File: src/hdl/prqs_pkg.sv
// shared types and constants for the priority ready-queue scheduler
package prqs_pkg;

    localparam int TASK_SLOTS_DEF    = 8;
    localparam int IDLE_PRIORITY_DEF = 255;

    localparam int IN_TDATA_W  = 32;
    localparam int IN_TUSER_W  = 2;
    localparam int OUT_TDATA_W = 32;

    typedef enum logic [1:0] {
        MODE_CREATE = 2'd0,
        MODE_DELAY  = 2'd1,
        MODE_RUN    = 2'd2
    } mode_t;

    typedef enum logic [1:0] {
        STAT_OK          = 2'd0,
        STAT_NO_SLOT     = 2'd1,
        STAT_ZERO_DELAY  = 2'd2,
        STAT_QUEUE_EMPTY = 2'd3
    } status_t;

    // commands from the controller to the datapath
    typedef struct packed {
        logic load;
        logic dispatch;
        logic ins_read;
        logic ins_step;
        logic dly_read;
        logic dly_step;
        logic sched;
        logic out_load;
    } cmd_t;

    // status from the datapath to the controller
    typedef struct packed {
        logic create_ok;
        logic delay_ok;
        logic is_run;
        logic idx_zero;
        logic shift_on;
        logic dly_last;
        logic started;
        logic out_free;
    } stat_t;

endpackage

File: src/hdl/prqs_ctrl.sv
// controller state machine of the priority ready-queue scheduler
module prqs_ctrl (
    input  logic            aclk,
    input  logic            aresetn,
    input  logic            s_axis_tvalid,
    output logic            s_axis_tready,
    input  prqs_pkg::stat_t stat,
    output prqs_pkg::cmd_t  cmd
);
    import prqs_pkg::*;

    typedef enum logic [7:0] {
        ST_IDLE     = 8'b0000_0001,
        ST_DISPATCH = 8'b0000_0010,
        ST_INS_READ = 8'b0000_0100,
        ST_INS_STEP = 8'b0000_1000,
        ST_DLY_READ = 8'b0001_0000,
        ST_DLY_STEP = 8'b0010_0000,
        ST_SCHED    = 8'b0100_0000,
        ST_OUT      = 8'b1000_0000
    } state_t;

    state_t state_reg;
    state_t state_next;

    always_ff @(posedge aclk) begin
        if (!aresetn) begin
            state_reg <= ST_IDLE;
        end else begin
            state_reg <= state_next;
        end
    end

    always_comb begin
        state_next = state_reg;
        cmd        = '0;
        case (state_reg)
            ST_IDLE: begin
                cmd.load = s_axis_tvalid;
                if (s_axis_tvalid) begin
                    state_next = ST_DISPATCH;
                end
            end
            ST_DISPATCH: begin
                cmd.dispatch = 1'b1;
                if (stat.create_ok) begin
                    state_next = ST_INS_READ;
                end else if (stat.delay_ok) begin
                    state_next = ST_DLY_READ;
                end else if (stat.is_run) begin
                    state_next = ST_SCHED;
                end else begin
                    state_next = ST_OUT;
                end
            end
            ST_INS_READ: begin
                cmd.ins_read = 1'b1;
                if (stat.idx_zero) begin
                    state_next = stat.started ? ST_SCHED : ST_OUT;
                end else begin
                    state_next = ST_INS_STEP;
                end
            end
            ST_INS_STEP: begin
                cmd.ins_step = 1'b1;
                if (stat.shift_on) begin
                    state_next = ST_INS_READ;
                end else begin
                    state_next = stat.started ? ST_SCHED : ST_OUT;
                end
            end
            ST_DLY_READ: begin
                cmd.dly_read = 1'b1;
                state_next   = ST_DLY_STEP;
            end
            ST_DLY_STEP: begin
                cmd.dly_step = 1'b1;
                state_next   = stat.dly_last ? ST_OUT : ST_DLY_READ;
            end
            ST_SCHED: begin
                cmd.sched  = 1'b1;
                state_next = ST_OUT;
            end
            ST_OUT: begin
                cmd.out_load = stat.out_free;
                if (stat.out_free) begin
                    state_next = ST_IDLE;
                end
            end
            default: begin
                state_next = ST_IDLE;
            end
        endcase
    end

    assign s_axis_tready = (state_reg == ST_IDLE);

endmodule

File: src/hdl/prqs_datapath.sv
// datapath of the priority ready-queue scheduler: queue memory, task state, result register
module prqs_datapath #(
    parameter int TASK_SLOTS    = prqs_pkg::TASK_SLOTS_DEF,
    parameter int IDLE_PRIORITY = prqs_pkg::IDLE_PRIORITY_DEF
) (
    input  logic                               aclk,
    input  logic                               aresetn,
    input  prqs_pkg::cmd_t                     cmd,
    output prqs_pkg::stat_t                    stat,
    input  logic [prqs_pkg::IN_TDATA_W-1:0]    in_tdata,
    input  logic [prqs_pkg::IN_TUSER_W-1:0]    in_tuser,
    output logic                               m_axis_tvalid,
    input  logic                               m_axis_tready,
    output logic [prqs_pkg::OUT_TDATA_W-1:0]   m_axis_tdata
);
    import prqs_pkg::*;

    localparam int SLOT_W = $clog2(TASK_SLOTS);
    localparam int CNT_W  = $clog2(TASK_SLOTS + 1);
    localparam int ENT_W  = SLOT_W + 8;
    localparam logic [CNT_W-1:0] SLOTS_C = CNT_W'(TASK_SLOTS);
    localparam logic [CNT_W-1:0] ONE_C   = CNT_W'(1);
    localparam logic [7:0]       IDLE_C  = 8'(IDLE_PRIORITY);

    // latched request
    mode_t       mode_reg;
    logic [7:0]  prio_reg;
    logic [15:0] ticks_reg;
    logic [7:0]  nest_reg;

    // queue bookkeeping; queue entry zero lives in the head registers
    logic [CNT_W-1:0]  idx_reg, idx_next;
    logic [CNT_W-1:0]  count_reg, count_next;
    logic [CNT_W-1:0]  free_reg, free_next;
    logic [SLOT_W-1:0] head_slot_reg, head_slot_next;
    logic [7:0]        head_prio_reg, head_prio_next;
    logic [SLOT_W-1:0] new_slot_reg, new_slot_next;

    // running task
    logic [SLOT_W-1:0] cur_slot_reg, cur_slot_next;
    logic [7:0]        cur_prio_reg, cur_prio_next;
    logic              cur_valid_reg, cur_valid_next;
    logic              started_reg, started_next;
    logic [15:0]       sw_cnt_reg, sw_cnt_next;

    // per-request result
    status_t           status_reg, status_next;
    logic              switched_reg, switched_next;
    logic              save_reg, save_next;
    logic [SLOT_W-1:0] created_reg, created_next;

    logic                   m_tvalid_reg, m_tvalid_next;
    logic [OUT_TDATA_W-1:0] m_tdata_reg, m_tdata_next;

    // ready queue entries one and up, each {slot, priority}
    logic [ENT_W-1:0]  order_mem [TASK_SLOTS];
    logic [ENT_W-1:0]  q_reg;
    logic              rd_en;
    logic [SLOT_W-1:0] rd_addr;
    logic              mem_we;
    logic [SLOT_W-1:0] mem_waddr;
    logic [ENT_W-1:0]  mem_wdata;

    logic [CNT_W-1:0]  idx_m1;
    logic [CNT_W-1:0]  idx_p1;
    logic [SLOT_W-1:0] src_slot;
    logic [7:0]        src_prio;
    logic              create_ok;
    logic              delay_ok;
    logic              do_switch;
    logic [SLOT_W+2:0] cur_ext;
    logic [SLOT_W+2:0] created_ext;

    assign idx_m1 = idx_reg - ONE_C;
    assign idx_p1 = idx_reg + ONE_C;

    // the entry read for an insertion step sits at idx - 1, which is the head when idx is one
    assign src_slot = (idx_reg == ONE_C) ? head_slot_reg : q_reg[ENT_W-1:8];
    assign src_prio = (idx_reg == ONE_C) ? head_prio_reg : q_reg[7:0];

    assign create_ok = (mode_reg == MODE_CREATE) && (free_reg < SLOTS_C) && (count_reg < SLOTS_C);
    assign delay_ok  = (mode_reg == MODE_DELAY) && (ticks_reg != 16'd0) && (count_reg > ONE_C);
    assign do_switch = !(cur_valid_reg && (head_prio_reg == cur_prio_reg));

    assign stat.create_ok = create_ok;
    assign stat.delay_ok  = delay_ok;
    assign stat.is_run    = (mode_reg == MODE_RUN);
    assign stat.idx_zero  = (idx_reg == '0);
    assign stat.shift_on  = (src_prio >= prio_reg);
    assign stat.dly_last  = (idx_p1 == count_reg);
    assign stat.started   = started_reg;
    assign stat.out_free  = !m_tvalid_reg || m_axis_tready;

    assign rd_en   = (cmd.ins_read && (idx_reg != '0)) || cmd.dly_read;
    assign rd_addr = cmd.ins_read ? idx_m1[SLOT_W-1:0] : idx_reg[SLOT_W-1:0];

    always_ff @(posedge aclk) begin
        if (mem_we) begin
            order_mem[mem_waddr] <= mem_wdata;
        end
        if (rd_en) begin
            q_reg <= order_mem[rd_addr];
        end
    end

    assign cur_ext     = {3'b000, cur_slot_reg};
    assign created_ext = {3'b000, created_reg};

    always_comb begin
        idx_next       = idx_reg;
        count_next     = count_reg;
        free_next      = free_reg;
        head_slot_next = head_slot_reg;
        head_prio_next = head_prio_reg;
        new_slot_next  = new_slot_reg;
        cur_slot_next  = cur_slot_reg;
        cur_prio_next  = cur_prio_reg;
        cur_valid_next = cur_valid_reg;
        started_next   = started_reg;
        sw_cnt_next    = sw_cnt_reg;
        status_next    = status_reg;
        switched_next  = switched_reg;
        save_next      = save_reg;
        created_next   = created_reg;
        m_tvalid_next  = m_tvalid_reg;
        m_tdata_next   = m_tdata_reg;
        mem_we         = 1'b0;
        mem_waddr      = idx_reg[SLOT_W-1:0];
        mem_wdata      = {src_slot, src_prio};

        if (cmd.dispatch) begin
            status_next   = STAT_OK;
            switched_next = 1'b0;
            save_next     = 1'b0;
            created_next  = '0;
            case (mode_reg)
                MODE_CREATE: begin
                    if (create_ok) begin
                        new_slot_next = free_reg[SLOT_W-1:0];
                        created_next  = free_reg[SLOT_W-1:0];
                        free_next     = free_reg + ONE_C;
                        idx_next      = count_reg;
                        count_next    = count_reg + ONE_C;
                    end else begin
                        status_next = STAT_NO_SLOT;
                    end
                end
                MODE_DELAY: begin
                    if (ticks_reg == 16'd0) begin
                        status_next = STAT_ZERO_DELAY;
                    end else if (count_reg <= ONE_C) begin
                        status_next = STAT_QUEUE_EMPTY;
                    end else begin
                        idx_next = ONE_C;
                    end
                end
                MODE_RUN: begin
                    started_next = 1'b1;
                end
                default: begin
                end
            endcase
        end

        // new task reaches the front of the queue
        if (cmd.ins_read && (idx_reg == '0)) begin
            head_slot_next = new_slot_reg;
            head_prio_next = prio_reg;
        end

        if (cmd.ins_step) begin
            mem_we = 1'b1;
            if (src_prio >= prio_reg) begin
                idx_next = idx_m1;
            end else begin
                mem_wdata = {new_slot_reg, prio_reg};
            end
        end

        // pull entry idx forward to idx - 1
        if (cmd.dly_step) begin
            if (idx_reg == ONE_C) begin
                head_slot_next = q_reg[ENT_W-1:8];
                head_prio_next = q_reg[7:0];
            end else begin
                mem_we    = 1'b1;
                mem_waddr = idx_m1[SLOT_W-1:0];
                mem_wdata = q_reg;
            end
            idx_next = idx_p1;
            if (idx_p1 == count_reg) begin
                count_next = count_reg - ONE_C;
            end
        end

        if (cmd.sched && do_switch) begin
            switched_next  = 1'b1;
            save_next      = (nest_reg == 8'd0) && cur_valid_reg;
            sw_cnt_next    = sw_cnt_reg + 16'd1;
            cur_slot_next  = head_slot_reg;
            cur_prio_next  = head_prio_reg;
            cur_valid_next = 1'b1;
        end

        if (cmd.out_load) begin
            m_tvalid_next = 1'b1;
            m_tdata_next  = {5'b0_0000, sw_cnt_reg, created_ext[2:0], cur_valid_reg,
                             cur_ext[2:0], save_reg, switched_reg, status_reg};
        end else if (m_axis_tready) begin
            m_tvalid_next = 1'b0;
        end
    end

    always_ff @(posedge aclk) begin
        if (!aresetn) begin
            count_reg     <= ONE_C;
            free_reg      <= ONE_C;
            head_slot_reg <= '0;
            head_prio_reg <= IDLE_C;
            cur_slot_reg  <= '0;
            cur_valid_reg <= 1'b0;
            started_reg   <= 1'b0;
            sw_cnt_reg    <= '0;
            m_tvalid_reg  <= 1'b0;
        end else begin
            count_reg     <= count_next;
            free_reg      <= free_next;
            head_slot_reg <= head_slot_next;
            head_prio_reg <= head_prio_next;
            cur_slot_reg  <= cur_slot_next;
            cur_valid_reg <= cur_valid_next;
            started_reg   <= started_next;
            sw_cnt_reg    <= sw_cnt_next;
            m_tvalid_reg  <= m_tvalid_next;
        end
    end

    always_ff @(posedge aclk) begin
        if (cmd.load) begin
            mode_reg  <= mode_t'(in_tuser[1:0]);
            prio_reg  <= in_tdata[7:0];
            ticks_reg <= in_tdata[23:8];
            nest_reg  <= in_tdata[31:24];
        end
        idx_reg      <= idx_next;
        new_slot_reg <= new_slot_next;
        cur_prio_reg <= cur_prio_next;
        status_reg   <= status_next;
        switched_reg <= switched_next;
        save_reg     <= save_next;
        created_reg  <= created_next;
        m_tdata_reg  <= m_tdata_next;
    end

    assign m_axis_tvalid = m_tvalid_reg;
    assign m_axis_tdata  = m_tdata_reg;

endmodule

File: src/hdl/priority_ready_queue_scheduler.sv
// Path, transfer in to result out: a refused or ignored request goes straight to the output register,
// a run schedules first, a create moves entries back one at a time (or lands at the head) and
// then schedules if the kernel is started, and a delay pulls entries forward one at a time.
// Throughput: one request at a time, paced by the queue walk through the single-port memory;
// the next request is taken the cycle after a result enters the output register.
// Reset: synchronous, active low; idle task alone in the queue, kernel stopped, no clearing pass.
module priority_ready_queue_scheduler #(
    parameter int TASK_SLOTS    = prqs_pkg::TASK_SLOTS_DEF,
    parameter int IDLE_PRIORITY = prqs_pkg::IDLE_PRIORITY_DEF
) (
    input  logic                             aclk,
    input  logic                             aresetn,
    input  logic                             s_axis_tvalid,
    output logic                             s_axis_tready,
    // task_priority[7:0], delay_ticks[23:8], nesting_level[31:24]
    input  logic [prqs_pkg::IN_TDATA_W-1:0]  s_axis_tdata,
    // mode[1:0]
    input  logic [prqs_pkg::IN_TUSER_W-1:0]  s_axis_tuser,
    output logic                             m_axis_tvalid,
    input  logic                             m_axis_tready,
    // status[1:0], switched[2], save_context[3], running_slot[6:4], running_valid[7],
    // created_slot[10:8], switch_total[26:11], zero[31:27]
    output logic [prqs_pkg::OUT_TDATA_W-1:0] m_axis_tdata
);
    import prqs_pkg::*;

    cmd_t  cmd;
    stat_t stat;

    prqs_ctrl u_ctrl (
        .aclk          (aclk),
        .aresetn       (aresetn),
        .s_axis_tvalid (s_axis_tvalid),
        .s_axis_tready (s_axis_tready),
        .stat          (stat),
        .cmd           (cmd)
    );

    prqs_datapath #(
        .TASK_SLOTS    (TASK_SLOTS),
        .IDLE_PRIORITY (IDLE_PRIORITY)
    ) u_datapath (
        .aclk          (aclk),
        .aresetn       (aresetn),
        .cmd           (cmd),
        .stat          (stat),
        .in_tdata      (s_axis_tdata),
        .in_tuser      (s_axis_tuser),
        .m_axis_tvalid (m_axis_tvalid),
        .m_axis_tready (m_axis_tready),
        .m_axis_tdata  (m_axis_tdata)
    );

    // one request in flight: no new transfer straight after one is taken
    assert property (@(posedge aclk) disable iff (!aresetn)
        (s_axis_tvalid && s_axis_tready) |=> !s_axis_tready)
        else $error("input taken twice in a row");

    // the outgoing context is only saved on a switch
    assert property (@(posedge aclk) disable iff (!aresetn)
        (m_axis_tvalid && m_axis_tdata[3]) |-> m_axis_tdata[2])
        else $error("save_context without switch");

    // after a switch some task is running
    assert property (@(posedge aclk) disable iff (!aresetn)
        (m_axis_tvalid && m_axis_tdata[2]) |-> m_axis_tdata[7])
        else $error("switch left no running task");

    // a refused create assigns no slot and does not switch
    assert property (@(posedge aclk) disable iff (!aresetn)
        (m_axis_tvalid && (m_axis_tdata[1:0] == STAT_NO_SLOT))
            |-> ((m_axis_tdata[10:8] == 3'd0) && !m_axis_tdata[2]))
        else $error("refused create changed state");

endmodule
File: config.mk
export PLATFORM = sky130hd
export DESIGN_NAME = priority_ready_queue_scheduler
export DESIGN_NICKNAME = d
export VERILOG_FILES = /design/src/hdl/prqs_pkg.sv /design/src/hdl/prqs_ctrl.sv /design/src/hdl/prqs_datapath.sv /design/src/hdl/priority_ready_queue_scheduler.sv
export SDC_FILE = /design/constraint.sdc
export NUM_CORES = 1
export LEC_CHECK = 0
export BUFFER_PORTS_ARGS = -buffer_cell sky130_fd_sc_hd__buf_4
export CAP_MARGIN = 15
export CORE_UTILIZATION = 30
export DETAILED_ROUTE_END_ITERATION = 16
export PLACE_DENSITY = 0.47
export SLEW_MARGIN = 20
export SYNTH_ARGS = -nofsm -noshare
export SYNTH_HDL_FRONTEND = slang
export SYNTH_SLANG_ARGS = --single-unit
File: constraint.sdc
create_clock -name aclk -period 8.9 [get_ports aclk]
set_input_delay 0.89 -clock aclk [delete_from_list [all_inputs] [get_ports aclk]]
set_output_delay 0.89 -clock aclk [all_outputs]
set_load 0.01 [all_outputs]
# Word level (Yosys, flattened, before mapping)
# Memory sizes are Yosys's and may differ from the RTL's. A register that Yosys moved wholly into a read port is not among the register bits.
# Cells that the tools add are included.
# totals
out_inout_bits,34
memories,1
wordCells,133
ram_bits,88
regBits,132
# classes
n_addsub,6
reduce_logical,25
n_eq_ne,15
muxes,59
magnitude_cmp,5
# memory_table
name,words,word_bits,read_ports,rd_ports_with_merged_regs,wr,line_no,source
u_datapath.order_mem,8,11,1,1,1,prqs_datapath.sv:56,logic [ENT_W-1:0] order_mem [TASK_SLOTS];
# op_table
op,n
$mux W8,13
$pmux W8 S8,1
$mux W4,12
$mux W11,4
$mux W3,7
$mux W1,18
$add A16 B1 Y16 const B,1
$logic_not A16 Y1,1
$reduce_bool A16 Y1,1
$add A4 B1 Y4 const B,3
$logic_and A1 B1 Y1,9
$eq A8 B1 Y1 const B,1
$eq A8 B2 Y1 const B,1
$eq A8 B3 Y1 const B,1
$eq A8 B4 Y1 const B,1
$eq A8 B5 Y1 const B,1
$eq A8 B6 Y1 const B,1
$eq A8 B7 Y1 const B,1
$eq A8 B8 Y1,1
$eq A8 B8 Y1 const B,1
$ge A8 B8 Y1,1
$logic_not A8 Y1,1
$lt A4 B4 Y1 const B,2
$pmux W4 S2,1
other kinds (19),26

# Logic depth before layout (Yosys ltp)
# Gate-level depths: netlist (run 1).
# depth
word_depth,9
ltp_mapped,15

# Modules after synthesis
# From an unflattened synthesis (run 1), not the netlist that was laid out.
# hier_totals
hier_cells,754
area_unflattened_um2,10040.9
# by_module_without_submodules
mod,area_each_um2,n_inst,cells_per_inst
prqs_datapath,9440.3,1,686
prqs_ctrl,600.6,1,68

# Worst setup path after synthesis (run 1)
# No wires, ideal clock.
# synth_path
path_kind,register -> register
startpoint,register u_datapath.idx_reg[1]
endpoint,"memory u_datapath.order_mem[0][6] (netlist name), data pin"
t_arrival_ns,2.984
stages_incl_launch_ff,14
required_ns,8.626
setup_slack_ns,5.643
cell_sequence,dfxtp_1 > buf_2 > inv_1 > ha_1 > nor3b_2 > clkbuf_1 > mux2i_1 > ha_1 > and3_1 > o21ai_0 > a31o_2 > nand2_2 > buf_2 > mux2_2
# synth_between
elab_chain_cells,7
# synth_rtl
element,line_no,source
from (decl),prqs_datapath.sv:32,"logic [CNT_W-1:0] idx_reg, idx_next;"
from (signal assigned),prqs_datapath.sv:245,idx_reg <= idx_next;
$eq A4 B1 Y1 (*),"prqs_datapath.sv:79, prqs_datapath.sv:182",
$mux W8,prqs_datapath.sv:79,assign src_prio = (idx_reg == ONE_C) ? head_prio_reg : q_reg[7:0];
$ge A8 B8 Y1,prqs_datapath.sv:173,if (src_prio >= prio_reg) begin
$mux W11,prqs_datapath.sv:173,
$mux W11,prqs_datapath.sv:171,if (cmd.ins_step) begin
$mux W11,prqs_datapath.sv:182,if (idx_reg == ONE_C) begin
$mux W11 (*),prqs_datapath.sv:181,if (cmd.dly_step) begin
net u_datapath.mem_wdata[6],prqs_datapath.sv:62,logic [ENT_W-1:0] mem_wdata;
to (decl),prqs_datapath.sv:56,
# Mark *: on every way through the listed nets, which the timed path passes. The rest lies on a longest branch.

# Final worst setup path (run 1)
# layout_path
startpoint,register u_datapath.idx_reg[0]
endpoint,"memory u_datapath.order_mem[5][9] (netlist name), data pin"
# layout_between
elab_chain_cells,7
elab_cells_between_ends,8
# layout_rtl
element,line_no
$eq A4 B1 Y1 (*),"prqs_datapath.sv:78, prqs_datapath.sv:79, prqs_datapath.sv:182"
$mux W8,prqs_datapath.sv:79
$ge A8 B8 Y1,prqs_datapath.sv:173
$mux W11,prqs_datapath.sv:173
$mux W11,prqs_datapath.sv:171
$mux W11,prqs_datapath.sv:182
$mux W11 (*),prqs_datapath.sv:181
net u_datapath.mem_wdata[9],prqs_datapath.sv:62
# Marked as above.

==> results.json, run 1 <==
{
  "final_area_mm2": 0.0124,
  "hpwl_um": 16300,
  "highest_layer": "met4",
  "slew_viol_final": 0,
  "ctsHoldBuffers": 0,
  "yosysSeqAreaShare": 0.605,
  "rsz0062_at_grt": "no",
  "skew_ns": 0.0116,
  "timing.rr.end": "u_datapath.order_mem[5][9]",
  "hold_ws_ns": 0.428,
  "rr_worst_depth": 12,
  "min_path_cells": 0,
  "cp_max_fo": 56,
  "ys_seq_elements": 231,
  "required_ns": 9.13,
  "setup_viol": 0,
  "worstSetupPathType": "flop to flop",
  "grt_max_degree": 57,
  "cts_repair_resize_count": 0,
  "area_growth_pct": 17.1,
  "synthSimpleGateAreaFrac": 0.117,
  "grt_pass1_wl_um": 37700,
  "r2r_slack_ns": 5.04,
  "fin_nets": 934,
  "largest_reg_flops": 88,
  "holdPathEnd": "u_datapath.m_axis_tdata[1]",
  "hold_viol_final": 0,
  "synth_area_mm2": 0.0106,
  "diodes": 0,
  "cts_buffers": 26,
  "timing.final.crit_share": 0.433,
  "totalWireLength_um": 24400,
  "htree_levels": 1,
  "clockBufferDepth": 3,
  "fin_tns_setup_ns": 0,
  "async_reset_ff_frac": 0,
  "yosysMostFrequentCell": "edfxtp_1",
  "synth_fa_ha_area_frac": 0.0189,
  "p_per_area_mw_per_mm2": 210,
  "critPathMaxStageDelay_ns": 0.61,
  "synth-edff-count": 177,
  "wl_met3_um": 1020,
  "drive_above_1_share": 0.180,
  "startpoint_type": "flop",
  "yosys_most_used_dff": "edfxtp_1",
  "first_iter_violations": 390,
  "drtAntennaViolNets": 0,
  "fmax_mhz": 259,
  "avgSynthCellArea_um2": 12.9,
  "yosys_warnings": 0,
  "synth_cell_types": 70,
  "hold_path.startpoint": "u_datapath.status_reg[1]",
  "ioPinCount": 72,
  "grt_usage": 0.137,
  "met1_length_um": 11500,
  "synth-xor-area-share": 0.0295,
  "min_period_ns": 3.86,
  "maxSlewHeadroom": 0.373,
  "start_util": 0.305,
  "dr.pass1.iters": 5,
  "synthCells": 818,
  "synth_mux_area_frac": 0.108,
  "num_rows": 68,
  "path_clk_slew_ns": 0.06,
  "status": "finished, final reports clean",
  "clk-insertion-delay-late_ns": 0.53,
  "path_common_cell": "nand2_1",
  "holdCritPathClass": "flop to flop",
  "reg2reg_from": "u_datapath.idx_reg[0]",
  "overflow": 0,
  "grt_pass1_vias": 6400,
  "cts-root-buf": "clkbuf_16",
  "ys_top_cells_by_area": "edfxtp_1 (50%), dfxtp_1 (10%), mux2i_1 (6.8%)",
  "cp.buffers_inverters": 1,
  "numPortBuffers": 66,
  "cp-end-kind": "flop",
  "synth_top_area_share": 0.503,
  "place_area_mm2": 0.0115,
  "top_register": "u_datapath.order_mem",
  "fillCellCount": 3320,
  "cts_tree": "done",
  "drc": 0,
  "cp_cell_sequence": "buf_4 > ha_1 > nand2_1 > nand2_1 > nand2_1 > ha_1 > and3_1 > o21ai_0 > a31o_2 > nand2_2 > nor2_1 > a31oi_1",
  "synth_compound_area_frac": 0.0883,
  "startpoint": "u_datapath.idx_reg[0]",
  "postCtsSetupBuffers": 0,
  "max-vdd-ir-drop_mv": 0.136,
  "synth_commonest_cells": "edfxtp_1 (177), mux2i_1 (72), dfxtp_1 (54), nor2_1 (54), nand2_1 (51)",
  "cts.sinks": 231,
  "antenna_found_initial": 0,
  "die_h_um": 190,
  "yosys.area.top_type": "edfxtp_1",
  "drt-vias-per-instance": 4.84,
  "vias": 6547,
  "design.die.area_mm2": 0.0360,
  "core_mm2": 0.0346,
  "wl_met2_um": 11500,
  "leakagePower_uw": 0.00460,
  "worstPathArrival_ns": 4.08,
  "maxCapViolCount": 0,
  "path_delay_family": "simple AND/OR/NAND/NOR gates",
  "die_w_um": 190,
  "tightest_slew_ns": 0.940,
  "routedWlPerCell_um": 18.0,
  "critPathSlowestCell": "buf_4",
  "synth_top_family_by_area": "simple AND/OR/NAND/NOR gates",
  "gp_congestion": 0.773
}
-- cells by family (layout without fill, tap and decap cells) --
logic type	after synthesis	after routing
xor+xnor	34	34
compound gates	129	129
flops	231	231
fa+ha+maj	16	16
simple gates	236	236
other cells	1	5
mux	100	100
buf+inv	71	148
-- placed cells by master (no fill, tap or decap), drive strengths merged, types with 9 or more instances in the layout --
cell / count
edfxtp: 177
buf: 79
mux2i: 72
nor2: 55
dfxtp: 54
nand2: 52
clkbuf: 35
a21oi: 28
and2: 24
nand3: 22
inv: 21
mux2: 20
nor2b: 19
nor3: 19
xnor2: 19
o21ai: 17
ha: 16
xor2: 14
o22ai: 13
and3: 12
nor4: 11
nand4: 10
a211oi: 9
a2111oi: 9
-- stage by stage --
step                       util  std cells  total power [uW]  setup WS (ns)
final                     0.357       1354              2600           5.04
after global routing      0.357       1354              2700           4.67
after CTS                 0.357       1354              2630           5.02
after detailed placement  0.333       1307              1540           5.04
after global placement    0.333       1307              1540           5.11
after floorplan               -        822              1450           5.64
-- worst reg2reg max path: cells and delay by family (launching register included) --
kind / cells / cell delay (ns)
buf+inv: 1 / 0.61
fa+ha+maj: 2 / 0.60
simple gates: 6 / 1.15
flops: 1 / 0.32
compound gates: 3 / 0.86
-- power breakdown --
part / leakage, uW / internal [uW] / total, uW / switching [uW]
Sequential: 0.00211 / 1200 / 1220 / 19.3
Clock: 0.000415 / 668 / 1080 / 414
Combinational: 0.00208 / 118 / 295 / 177
-- worst max path at each step --
stage / slack (ns) / cells past startpoint / end
CTS: 5.02 / 9 / u_datapath.count_reg[2]
finish: 5.04 / 12 / u_datapath.order_mem[5][9]
detailed placement: 5.04 / 11 / u_datapath.order_mem[5][9]
floorplan: 5.64 / 13 / u_datapath.order_mem[0][6]
global placement: 5.11 / 11 / u_datapath.order_mem[4][9]
global route: 4.67 / 11 / u_datapath.order_mem[5][8]
-- per-layer routing --
layer / up-vias / track usage
met3: 31 / 0.0258
met5: - / 0
met2: 121 / 0.226
met1: 3193 / 0.184
met4: 0 / 0.0335
li1: 3202 / -
-- cell type report --
class,count,area (um2),share of cell area
Tap cell,455,569,0.0460
Clock inverter,12,156,0.0126
Clock buffer,35,706,0.0570
Multi-Input combinational cell,520,3870,0.313
Inverter,22,82.6,0.00667
Sequential cell,231,6400,0.517
Timing Repair Buffer,79,593,0.0479
(Power assumes the default switching activity.)
==> inputs of run 2 (changes only) <==
--- a/config.mk
+++ b/config.mk
@@ -5,6 +5,7 @@
 export SDC_FILE = /design/constraint.sdc
 export NUM_CORES = 1
 export LEC_CHECK = 0
+export ABC_AREA = 1
 export BUFFER_PORTS_ARGS = -buffer_cell sky130_fd_sc_hd__buf_4
 export CAP_MARGIN = 15
 export CORE_UTILIZATION = 30
==> constraint.sdc (replaced) <==
create_clock -name aclk -period 4 [get_ports aclk]
set_input_delay 0.4 -clock aclk [delete_from_list [all_inputs] [get_ports aclk]]
set_output_delay 0.4 -clock aclk [all_outputs]
set_load 0.01 [all_outputs]
==> run 2 against run 1 <==
- synthesized cell count increased by 39%
- clock power increased by 120%
- cell area increased by 1.2%
- combinational power increased to 3.4 times the previous value
- clock skew increased by 0.0076 ns
- critical path type unchanged
==> results.json, run 2 <==
{
  "cp_max_fo": 21,
  "gp_congestion": 0.838,
  "synth_mux_area_frac": 0,
  "synthSimpleGateAreaFrac": 0.227,
  "ys_seq_elements": 231,
  "drtAntennaViolNets": 0,
  "top_register": "u_datapath.order_mem",
  "yosysSeqAreaShare": 0.598,
  "final_area_mm2": 0.0125,
  "cts.sinks": 231,
  "grtUsageMet3": 0.0217,
  "design.die.area_mm2": 0.0364,
  "leakagePower_uw": 0.00523,
  "cp_cell_sequence": "ha_1 > nand2_2 > inv_1 > nand2_1 > nand2_1 > ha_1 > nand2_1 > nor2_1 > nor2_1 > nand2_1 > nand2_1 > nand3_1 > buf_4 > nand3_1 > nand2_1 > o22ai_1",
  "num_rows": 68,
  "synth_compound_area_frac": 0.0530,
  "die_h_um": 191,
  "path_common_cell": "nand2_1",
  "grt_max_degree": 45,
  "startpoint_type": "flop",
  "vias": 7588,
  "yosys_warnings": 0,
  "first_iter_violations": 482,
  "rsz0062_at_grt": "no",
  "busiest_layer": "met2",
  "ctsHoldBuffers": 0,
  "cts_buffers": 26,
  "fin_cells": 1687,
  "die_w_um": 191,
  "timing.final.crit_share": 0.845,
  "cp-end-kind": "flop",
  "async_reset_ff_frac": 0,
  "drive_above_1_share": 0.145,
  "area_growth_pct": 17.2,
  "yosys.area.top_type": "edfxtp_1",
  "path_clk_slew_ns": 0.06,
  "critPathMaxStageDelay_ns": 0.58,
  "synth_area_mm2": 0.0107,
  "setup_viol": 0,
  "maxCapViolCount": 0,
  "grt_pass1_wl_um": 40600,
  "cts_tree": "done",
  "final_cell_mix": "nand2_1 (322), edfxtp_1 (177), inv_1 (166)",
  "drt-vias-per-instance": 4.50,
  "synth_commonest_cells": "nand2_1 (322), edfxtp_1 (177), inv_1 (166)",
  "critPathSlowestCell": "dfxtp_1",
  "place_worst_setup_slack_ns": 0.624,
  "required_ns": 4.23,
  "grt_usage": 0.145,
  "antenna_found_initial": 0,
  "avgSynthCellArea_um2": 9.42,
  "fin_nets": 1266,
  "core_mm2": 0.0348,
  "status": "finished, final reports clean",
  "dr.pass1.iters": 5,
  "skew_ns": 0.0193,
  "hpwl_um": 17300,
  "hold_viol_final": 0,
  "max-vdd-ir-drop_mv": 0.278,
  "tightest_slew_ns": 0.968,
  "synth_top_family_by_area": "simple AND/OR/NAND/NOR gates",
  "fin_tns_setup_ns": 0,
  "diodes": 0,
  "final_common_cell": "nand2_1",
  "path_delay_family": "simple AND/OR/NAND/NOR gates",
  "use_met1": 0.200,
  "synth-xor-area-share": 0.0139,
  "dp.cells": 1638,
  "slew_viol_final": 0,
  "holdCritPathClass": "input port to flop",
  "min_period_ns": 3.38,
  "numPortBuffers": 66,
  "grt_pass1_vias": 7241,
  "cp.buffers_inverters": 2,
  "totalWireLength_um": 25600,
  "place_area_mm2": 0.0116,
  "synth_fa_ha_area_frac": 0.0187,
  "postCtsSetupBuffers": 0,
  "routedWlPerCell_um": 15.2,
  "clk-insertion-delay-late_ns": 0.53,
  "drc": 0,
  "maxSlewHeadroom": 0.352,
  "yosys_most_used_dff": "edfxtp_1",
  "synth-edff-count": 177,
  "ys_top_cells_by_area": "edfxtp_1 (50%), nand2_1 (11%), dfxtp_1 (10%)",
  "largest_reg_flops": 88,
  "worstPathArrival_ns": 3.61,
  "start_util": 0.307,
  "cts-root-buf": "clkbuf_16",
  "yosysMostFrequentCell": "nand2_1",
  "fin_ws_ns": 0.620,
  "synthCells": 1135,
  "ioPinCount": 72,
  "overflow": 0,
  "clockBufferDepth": 3,
  "p_per_area_mw_per_mm2": 488,
  "cts_repair_resize_count": 0,
  "met2_usage": 0.235,
  "synth_cell_types": 39,
  "htree_levels": 1,
  "fmax_mhz": 296,
  "worstSetupPathType": "flop to flop",
  "synth_top_area_share": 0.497
}
[run 2: final timing paths]
kind	startpoint	to	slack, ns	cells after the start
hold reg to reg	u_datapath.save_reg	u_datapath.m_axis_tdata[3]	0.42	0
setup reg to reg	u_datapath.idx_reg[0]	u_datapath.order_mem[4][10]	0.62	16
hold / removal	s_axis_tdata[0]	u_datapath.prio_reg[0]	0.04	1
setup / recovery	u_datapath.idx_reg[0]	u_datapath.order_mem[4][10]	0.62	16
[run 2: logic make-up (layout without fill, tap and decap cells)]
kind of cell    after synthesis  count (layout)
xor+xnor                     17              17
simple gates                554             554
compound gates              101             101
other cells                   1               5
fa+ha+maj                    16              16
flops                       231             231
buf+inv                     215             308
[run 2: routing by layer]
metal	part of all wire	wire (um)
met1	0.48	12200
met2	0.47	11900
met3	0.043	1100
met4	0.016	417
met5	0	0
[run 2: final cells by class]
| class | count | area (um2) |
|---|---|---|
| fill | 3513 | 22300 |
| sequential | 231 | 6400 |
| multi-input combinational | 693 | 3380 |
| clock buffer | 35 | 757 |
| timing repair buffer | 85 | 663 |
| inverter | 175 | 657 |
| tap | 455 | 569 |
| clock inverter | 13 | 108 |
[run 2: power by group]
part	internal (uW)	switching, uW	total (uW)
Sequential	2730	39.4	2770
Clock	1400	959	2360
Combinational	293	696	989
Total	4430	1690	6120
[run 2: per-stage QoR]
step | hold slack [ns] | utilization | power (uW)
floorplan | 0.400 | - | 3620
global placement | 0.402 | 0.335 | 3810
detailed placement | 0.406 | 0.335 | 3820
CTS | 0.0221 | 0.360 | 6190
global route | 0.0203 | 0.360 | 6450
finish | 0.0445 | 0.360 | 6120
[run 2: worst reg2reg max path, cell delays in order (launching register included)]
cell     delay (ns)
dfxtp_1        0.58
ha_1           0.23
nand2_2        0.25
inv_1          0.33
nand2_1        0.12
nand2_1        0.08
ha_1           0.22
nand2_1        0.08
nor2_1         0.05
nor2_1         0.08
nand2_1        0.06
nand2_1        0.07
nand3_1        0.06
buf_4          0.23
nand3_1        0.09
nand2_1        0.05
o22ai_1        0.50
